===== src/rtl/spq_pkg.sv =====
package spq_pkg;

	localparam int CAPACITY   = 16;
	localparam int VALUE_BITS = 32;
	localparam int POS_W      = $clog2(CAPACITY);
	localparam int CNT_W      = $clog2(CAPACITY + 1);
	localparam int CMD_W      = 2;

	typedef logic signed [VALUE_BITS-1:0] value_t;
	typedef logic [POS_W-1:0] pos_t;
	typedef logic [CNT_W-1:0] cnt_t;

	typedef enum logic [CMD_W-1:0] {
		CMD_INSERT = 2'd0,
		CMD_REMOVE = 2'd1,
		CMD_FIND   = 2'd2
	} cmd_t;

	// per-cycle command broadcast to every cell
	typedef struct packed {
		logic ins;
		logic rem;
	} cell_ctrl_t;

	// compare result each cell reports back
	typedef struct packed {
		logic gt;
		logic eq;
	} cell_stat_t;

endpackage


===== src/rtl/spq_req_if.sv =====
interface spq_req_if;
	logic                                 valid;
	logic                                 ready;
	logic [spq_pkg::CMD_W-1:0]            cmd;
	logic signed [spq_pkg::VALUE_BITS-1:0] value;

	modport source (output valid, output cmd, output value, input ready);
	modport sink (input valid, input cmd, input value, output ready);
endinterface


===== src/rtl/spq_rsp_if.sv =====
interface spq_rsp_if;
	logic                                  valid;
	logic                                  ready;
	logic                                  ok;
	logic                                  full_drop;
	logic [spq_pkg::POS_W-1:0]             position;
	logic [spq_pkg::CNT_W-1:0]             entry_count;
	logic                                  head_valid;
	logic signed [spq_pkg::VALUE_BITS-1:0] head_value;

	modport source (output valid, output ok, output full_drop, output position,
		output entry_count, output head_valid, output head_value, input ready);
	modport sink (input valid, input ok, input full_drop, input position,
		input entry_count, input head_valid, input head_value, output ready);
endinterface


===== src/rtl/spq_cell.sv =====
module spq_cell (
	input  logic                clk,
	input  spq_pkg::cell_ctrl_t ctrl,
	input  logic                in_use,
	input  logic                left_gt,
	input  spq_pkg::value_t     v,
	input  spq_pkg::value_t     left_val,
	input  spq_pkg::value_t     right_val,
	output spq_pkg::value_t     val,
	output spq_pkg::cell_stat_t stat
);

	spq_pkg::value_t val_q;

	assign stat.gt = in_use && (val_q > v);
	assign stat.eq = in_use && (val_q == v);
	assign val     = val_q;

	always_ff @(posedge clk) begin
		if (ctrl.ins && !stat.gt) begin
			// first cell not greater takes the new value, the rest move down
			val_q <= left_gt ? v : left_val;
		end else if (ctrl.rem && !stat.gt) begin
			val_q <= right_val;
		end
	end

endmodule


===== src/rtl/sorted_priority_queue.sv =====
// channel | dir | fields
// req     | in  | cmd, value
// rsp     | out | ok, full_drop, position, entry_count, head_valid, head_value
//
// one request per cycle while req.ready is high: all cells compare against the value at once and
// shift in the same cycle, and the response lands in a register at that same clock edge.
// req.ready is high while the response register is empty or being taken.
// reset clears the entry count and the response valid; cell contents are
// only read below the entry count.
module sorted_priority_queue (
	input logic      clk,
	input logic      arst_n,
	spq_req_if.sink  req,
	spq_rsp_if.source rsp
);

	localparam int N = spq_pkg::CAPACITY;

	spq_pkg::cnt_t       count_q;
	logic                rsp_valid_q;
	logic                ok_q;
	logic                drop_q;
	spq_pkg::pos_t       pos_q;
	spq_pkg::cnt_t       cnt_out_q;
	spq_pkg::value_t     head_q;

	spq_pkg::value_t     v;
	spq_pkg::value_t     vals   [N];
	spq_pkg::cell_stat_t stats  [N];
	logic                left_gt[N];
	logic                hit    [N];
	spq_pkg::cell_ctrl_t ctrl;

	logic                accept;
	logic                is_ins;
	logic                is_rem;
	logic                is_find;
	logic                full;
	logic                found;
	spq_pkg::pos_t       hit_pos;
	spq_pkg::cnt_t       count_d;
	spq_pkg::value_t     head_d;
	logic                ok_d;

	assign v       = req.value;
	assign accept  = req.valid && req.ready;
	assign is_ins  = (req.cmd == spq_pkg::CMD_INSERT);
	assign is_rem  = (req.cmd == spq_pkg::CMD_REMOVE);
	assign is_find = (req.cmd == spq_pkg::CMD_FIND);
	assign full    = (count_q == spq_pkg::CNT_W'(N));

	assign req.ready = !rsp_valid_q || rsp.ready;

	assign ctrl.ins = accept && is_ins && !full;
	assign ctrl.rem = accept && is_rem && found;

	genvar g;
	generate
		for (g = 0; g < N; g++) begin : g_cell
			spq_pkg::value_t lv;
			spq_pkg::value_t rv;
			logic            use_c;

			if (g == 0) begin : g_first
				assign left_gt[g] = 1'b1;
				assign lv         = v;
			end else begin : g_mid
				assign left_gt[g] = stats[g-1].gt;
				assign lv         = vals[g-1];
			end
			if (g == N - 1) begin : g_last
				assign rv = vals[g];
			end else begin : g_inner
				assign rv = vals[g+1];
			end

			assign use_c  = (spq_pkg::CNT_W'(g) < count_q);
			// boundary cell: left neighbor greater, this one not, and equal to the value
			assign hit[g] = left_gt[g] && !stats[g].gt && stats[g].eq;

			spq_cell u_cell (
				.clk       (clk),
				.ctrl      (ctrl),
				.in_use    (use_c),
				.left_gt   (left_gt[g]),
				.v         (v),
				.left_val  (lv),
				.right_val (rv),
				.val       (vals[g]),
				.stat      (stats[g])
			);
		end
	endgenerate

	always_comb begin
		found   = 1'b0;
		hit_pos = '0;
		for (int j = 0; j < N; j++) begin
			if (hit[j]) begin
				found   = 1'b1;
				hit_pos = spq_pkg::POS_W'(j);
			end
		end
	end

	always_comb begin
		count_d = count_q;
		head_d  = vals[0];
		ok_d    = 1'b0;
		if (ctrl.ins) begin
			count_d = count_q + 1'b1;
			ok_d    = 1'b1;
			if (!stats[0].gt) begin
				head_d = v;
			end
		end else if (ctrl.rem) begin
			count_d = count_q - 1'b1;
			ok_d    = 1'b1;
			if (hit[0]) begin
				head_d = vals[1];
			end
		end else if (is_find) begin
			ok_d = found;
		end
	end

	always_ff @(posedge clk or negedge arst_n) begin
		if (!arst_n) begin
			count_q     <= '0;
			rsp_valid_q <= 1'b0;
		end else begin
			if (accept) begin
				count_q     <= count_d;
				rsp_valid_q <= 1'b1;
			end else if (rsp.ready) begin
				rsp_valid_q <= 1'b0;
			end
		end
	end

	always_ff @(posedge clk) begin
		if (accept) begin
			ok_q      <= ok_d;
			drop_q    <= is_ins && full;
			pos_q     <= (ok_d && !is_ins) ? hit_pos : '0;
			cnt_out_q <= count_d;
			head_q    <= (count_d == '0) ? '0 : head_d;
		end
	end

	assign rsp.valid       = rsp_valid_q;
	assign rsp.ok          = ok_q;
	assign rsp.full_drop   = drop_q;
	assign rsp.position    = pos_q;
	assign rsp.entry_count = cnt_out_q;
	assign rsp.head_valid  = (cnt_out_q != '0);
	assign rsp.head_value  = head_q;

	a_count_range: assert property (@(posedge clk) disable iff (!arst_n)
		count_q <= spq_pkg::CNT_W'(N))
		else $error("entry count above capacity");

	a_insert_grows: assert property (@(posedge clk) disable iff (!arst_n)
		accept && is_ins && !full |=> count_q == $past(count_q) + 1'b1)
		else $error("insert did not add an entry");

	a_drop_not_ok: assert property (@(posedge clk) disable iff (!arst_n)
		rsp_valid_q && drop_q |-> !ok_q && cnt_out_q == spq_pkg::CNT_W'(N))
		else $error("dropped insert with wrong status");

	a_miss_keeps: assert property (@(posedge clk) disable iff (!arst_n)
		accept && !is_ins && !found |=> count_q == $past(count_q))
		else $error("entry count changed without a match");

endmodule


===== src/flat_wrapper.sv =====
// flat-port wrapper written by rule: the top's interface ports become plain ports
module sorted_priority_queue_flat 
  (clk, arst_n, req_valid, req_cmd, req_value, req_ready, rsp_valid, rsp_ok, rsp_full_drop, rsp_position, rsp_entry_count, rsp_head_valid, rsp_head_value, rsp_ready);
  spq_req_if req_i ();
  spq_rsp_if rsp_i ();
  input logic clk;
  input logic arst_n;
  input wire logic [$bits(req_i.valid)-1:0] req_valid;
  input wire logic [$bits(req_i.cmd)-1:0] req_cmd;
  input wire logic [$bits(req_i.value)-1:0] req_value;
  output wire logic [$bits(req_i.ready)-1:0] req_ready;
  output wire logic [$bits(rsp_i.valid)-1:0] rsp_valid;
  output wire logic [$bits(rsp_i.ok)-1:0] rsp_ok;
  output wire logic [$bits(rsp_i.full_drop)-1:0] rsp_full_drop;
  output wire logic [$bits(rsp_i.position)-1:0] rsp_position;
  output wire logic [$bits(rsp_i.entry_count)-1:0] rsp_entry_count;
  output wire logic [$bits(rsp_i.head_valid)-1:0] rsp_head_valid;
  output wire logic [$bits(rsp_i.head_value)-1:0] rsp_head_value;
  input wire logic [$bits(rsp_i.ready)-1:0] rsp_ready;
  assign req_i.valid = req_valid;
  assign req_i.cmd = req_cmd;
  assign req_i.value = req_value;
  assign req_ready = req_i.ready;
  assign rsp_valid = rsp_i.valid;
  assign rsp_ok = rsp_i.ok;
  assign rsp_full_drop = rsp_i.full_drop;
  assign rsp_position = rsp_i.position;
  assign rsp_entry_count = rsp_i.entry_count;
  assign rsp_head_valid = rsp_i.head_valid;
  assign rsp_head_value = rsp_i.head_value;
  assign rsp_i.ready = rsp_ready;
  sorted_priority_queue u_core (.clk(clk), .arst_n(arst_n), .req(req_i), .rsp(rsp_i));
endmodule

===== config.mk =====
export PLATFORM = sky130hd
export DESIGN_NAME = sorted_priority_queue_flat
export DESIGN_NICKNAME = d
export VERILOG_FILES = /design/src/rtl/spq_pkg.sv /design/src/rtl/spq_req_if.sv /design/src/rtl/spq_rsp_if.sv /design/src/rtl/spq_cell.sv /design/src/rtl/sorted_priority_queue.sv /design/src/flat_wrapper.sv
export SDC_FILE = /design/constraint.sdc
export NUM_CORES = 2
export LEC_CHECK = 0
export BUFFER_PORTS_ARGS = -buffer_cell sky130_fd_sc_hd__buf_2
export CELL_PAD_IN_SITES_DETAIL_PLACEMENT = 1
export CELL_PAD_IN_SITES_GLOBAL_PLACEMENT = 1
export CORE_MARGIN = 2
export CORE_UTILIZATION = 40
export DETAILED_ROUTE_END_ITERATION = 16
export PLACE_DENSITY = 0.64
export SYNTH_ARGS = -nofsm -noshare
export SYNTH_HDL_FRONTEND = slang
export SYNTH_HIERARCHICAL = 1
export SYNTH_SLANG_ARGS = --single-unit

===== constraint.sdc =====
create_clock -name clk -period 7.85 [get_ports clk]
set_input_delay 0.785 -clock clk [delete_from_list [all_inputs] [get_ports clk]]
set_output_delay 0.785 -clock clk [all_outputs]
set_load 0.01 [all_outputs]

==> flow_summary.ini <==
[synth]
netlist_area_mm2 = 0.0449
yosys_most_used_dff = sky130_fd_sc_hd__edfxtp_1
async_s_r_ff_share_synth_pct = 1.07
synth_edf_count = 555
synth_top_area_cell = sky130_fd_sc_hd__edfxtp_1
synth.top_cells.by_count = sky130_fd_sc_hd__mux2_2, sky130_fd_sc_hd__inv_1, sky130_fd_sc_hd__edfxtp_1
share_of_the_synthesized_area_in_the_top_cell_type_pct = 37.1
synth.area.top_cells = sky130_fd_sc_hd__edfxtp_1, sky130_fd_sc_hd__mux2_2, sky130_fd_sc_hd__ha_1, sky130_fd_sc_hd__inv_1, sky130_fd_sc_hd__a21oi_1
synth_warnings = 6
netlist_instances = 4003
syn_avg_cell_area_um2 = 11.2
synth.lib_cells_used.distinct = 55
synth_fp_nets = 4556
synth_sequential_area_ratio_pct = 37.5
synth.most_common_cell = sky130_fd_sc_hd__mux2_2
synth-seq-cells = 561

[pwr]
ir_worst_vdd_mv = 0.143
pwr_density_cell_mw_per_mm2 = 162
cellLeakagePower_nw = 20.3

[drt]
drt_iter0_markers = 1473
post-route-drc-count = 0
drt_first_pass_iters = 5
via_count = 30700
post_dr_wirelength_cell_um = 20.9
drt.antenna.violating_nets = 0
routed_wirelength_mm = 118
route.detailed.vias_per_inst = 5.44

[sta]
tightest_slew_ns = 1.02
slew_violations = 0
post-route-worst-setup-slack_ns = 1.79
rsz0062_at_grt = false
timing.clock.skew_ns = 0.0204
final-hold-violation-count = 0
fmax_mhz = 165
layout_worst_path_cycle_share_pct = 77.2
setup-violations-final = 0
setup-tns-final_ns = 0
min_tclk_post_route_ns = 6.06
max_slew_margin_vs_limit_pct = 31.2

[cts]
numClockSinks = 561
worst_skew_pair.late_latency_ns = 0.63
cts-htree-levels = 3
cts_buffer_depth = 3
tritoncts = done
post-cts-setup-buffer-count = 0
clk_transition_reported_paths_ns = 0.06
cts-root-buf = sky130_fd_sc_hd__clkbuf_16
post_cts_resized = 0
cts_buffers = 73

[finish]
finish.net_count = 4653
post_route_cells_drive_above_1_share_pct = 32.5
synthesis_to_finish_area_growth_pct = 9.63

[floorplanning]
start_util_pct = 40.4
floorplan_die_area_mm2 = 0.115
die_y_um = 339
top_level_ports = 84
design.core.area_mm2 = 0.111
chipWidth_um = 339
rows = 122

[place]
gpl.final_weighted_congestion = 0.837
port_buffers = 83
post-place-ws_ns = 1.22
dp_hpwl_mm = 93.8

[run_status]
result_of_the_run = finished, final reports clean

[global_routing]
gr-total-overflow = 0
grtUsageMet1_pct = 27.9
grt.met2_usage_pct = 34.1
vias_in_the_first_global_route = 32800
antenna_found_initial = 2
global_route.usage.met3_pct = 2.76
gr-usage-all-layers_pct = 20.5
gr-max-usage-layer = met2
grt_max_degree = 41
wire_length_of_the_first_global_routing_pass_mm = 189

[job]
maxCapViolations = 0

[hold_path]
min_path_type = in2reg

[worst_setup_path]
cp-start-kind = input port
critPathKind = in2reg
worstPathArrival_ns = 6.51
cp.required_ns = 8.29
critical_path.endpoint_type = flip-flop
worstPathMaxFanout = 34
-- power by group --
part           internal, mW  switching, mW  leakage (nW)
registers              3.37         0.0836          5.10
clock network          1.78           1.31          1.02
logic                 0.632          0.786          14.2
total                  5.78           2.18          20.3
-- cell type report --
cell class	instances	area [um^2]
clock buffers	103	1950
repair buffers	155	983
fillers	12000	61800
flip-flops and latches	561	16800
inverters	572	2150
diodes	1	2.50
multi-input cells	2737	25300
well taps	1488	1860
clock inverters	26	163
-- worst max-delay path, stage by stage --
cell and delay, ns:
sky130_fd_sc_hd__buf_2 0.49, sky130_fd_sc_hd__inv_1 0.10, sky130_fd_sc_hd__ha_1 0.48, sky130_fd_sc_hd__nand4_1 0.22, sky130_fd_sc_hd__nor4_1 0.72, sky130_fd_sc_hd__a21oi_1 0.31
sky130_fd_sc_hd__o21ai_4 0.63, sky130_fd_sc_hd__nand3b_1 0.25, sky130_fd_sc_hd__nand4_1 0.36, sky130_fd_sc_hd__nor3_1 0.44, sky130_fd_sc_hd__a21o_1 0.30, sky130_fd_sc_hd__inv_1 0.35
sky130_fd_sc_hd__nand3_1 0.21, sky130_fd_sc_hd__buf_4 0.40, sky130_fd_sc_hd__o22ai_1 0.15, sky130_fd_sc_hd__nor3_1 0.23
-- final timing paths --
check | startpoint | end | slack [ns] | depth (start not counted)
max in group asynchronous | arst_n | u_core/rsp.valid$_DFFE_PN0P_ | 7.15 | 2
hold reg to reg | u_core/g_cell[6].u_cell/val[6]$_DFFE_PP_ | u_core/g_cell[5].u_cell/val[6]$_DFFE_PP_ | 0.60 | 1
min in group asynchronous | arst_n | u_core/count_q[0]$_DFFE_PN0P_ | 0.53 | 2
setup / recovery | req_value[31] | u_core/rsp.head_value[10]$_SDFFCE_PN0P_ | 1.79 | 16
hold / removal | req_valid | u_core/rsp.valid$_DFFE_PN0P_ | 0.43 | 2
setup reg to reg | u_core/g_cell[4].u_cell/val[31]$_DFFE_PP_ | u_core/rsp.head_value[10]$_SDFFCE_PN0P_ | 2.16 | 14
-- layer usage --
| metal | up-vias | part of all wire (%) | wire, um |
|---|---|---|---|
| met5 | - | 0.0085 | 10 |
| li1 | 15000 | - | - |
| met3 | 146 | 3.2 | 3780 |
| met1 | 15200 | 48 | 56600 |
| met4 | 2 | 2.4 | 2780 |
| met2 | 406 | 47 | 54900 |
-- timing repair --
action	4_1_cts	5_1_grt
hold endpoints to repair	6	0
hold buffers	1	0
endpoints found under the setup margin	0	0
-- through the flow --
stage	instances	total power [mW]	instance area (um^2)	hold WS [ns]	util, %
detailed placement	5512	4.93	47100	0.592	42.4
floorplan	4003	4.47	44900	0.489	-
global placement	5512	4.89	47100	0.585	42.4
finish	5643	7.96	49200	0.433	44.3
CTS	5642	8.09	49200	0.390	44.3
global route	5642	8.34	49200	0.433	44.3
-- placed cells by master, fill, tap and decap left out, drive strengths merged, types with 87 or more instances in the layout --
cell	count
a21oi	228
edfxtp	555
buf	154
nand2	217
ha	515
mux2	1024
clkbuf	103
nor2	138
inv	572
nand3	87
-- flip-flops by register name, summed over array words and instances, names as in the netlist --
| name | cells |
|---|---|
| u_core/rsp.ok | 1 |
| u_core/count_q | 5 |
| u_core/rsp.entry_count | 5 |
| u_core/rsp.position | 4 |
| u_core/rsp.head_value | 32 |
| u_core/rsp.valid | 1 |
| u_core/rsp.full_drop | 1 |
| u_core/g_cell.u_cell/val | 512 |
-- cell families (layout without fill, tap and decap cells) --
logic type / Yosys count / count (layout) / synth area share [%]
compound gates: 480 / 480 / 7.12
other cells: 1 / 2 / 0.00836
flops: 561 / 561 / 37.5
simple gates: 715 / 715 / 8.56
buf+inv: 705 / 856 / 6.75
mux: 1024 / 1024 / 25.7
xor+xnor: 2 / 2 / 0.0390
fa+ha+maj: 515 / 515 / 14.4
(Power assumes the default switching activity.)
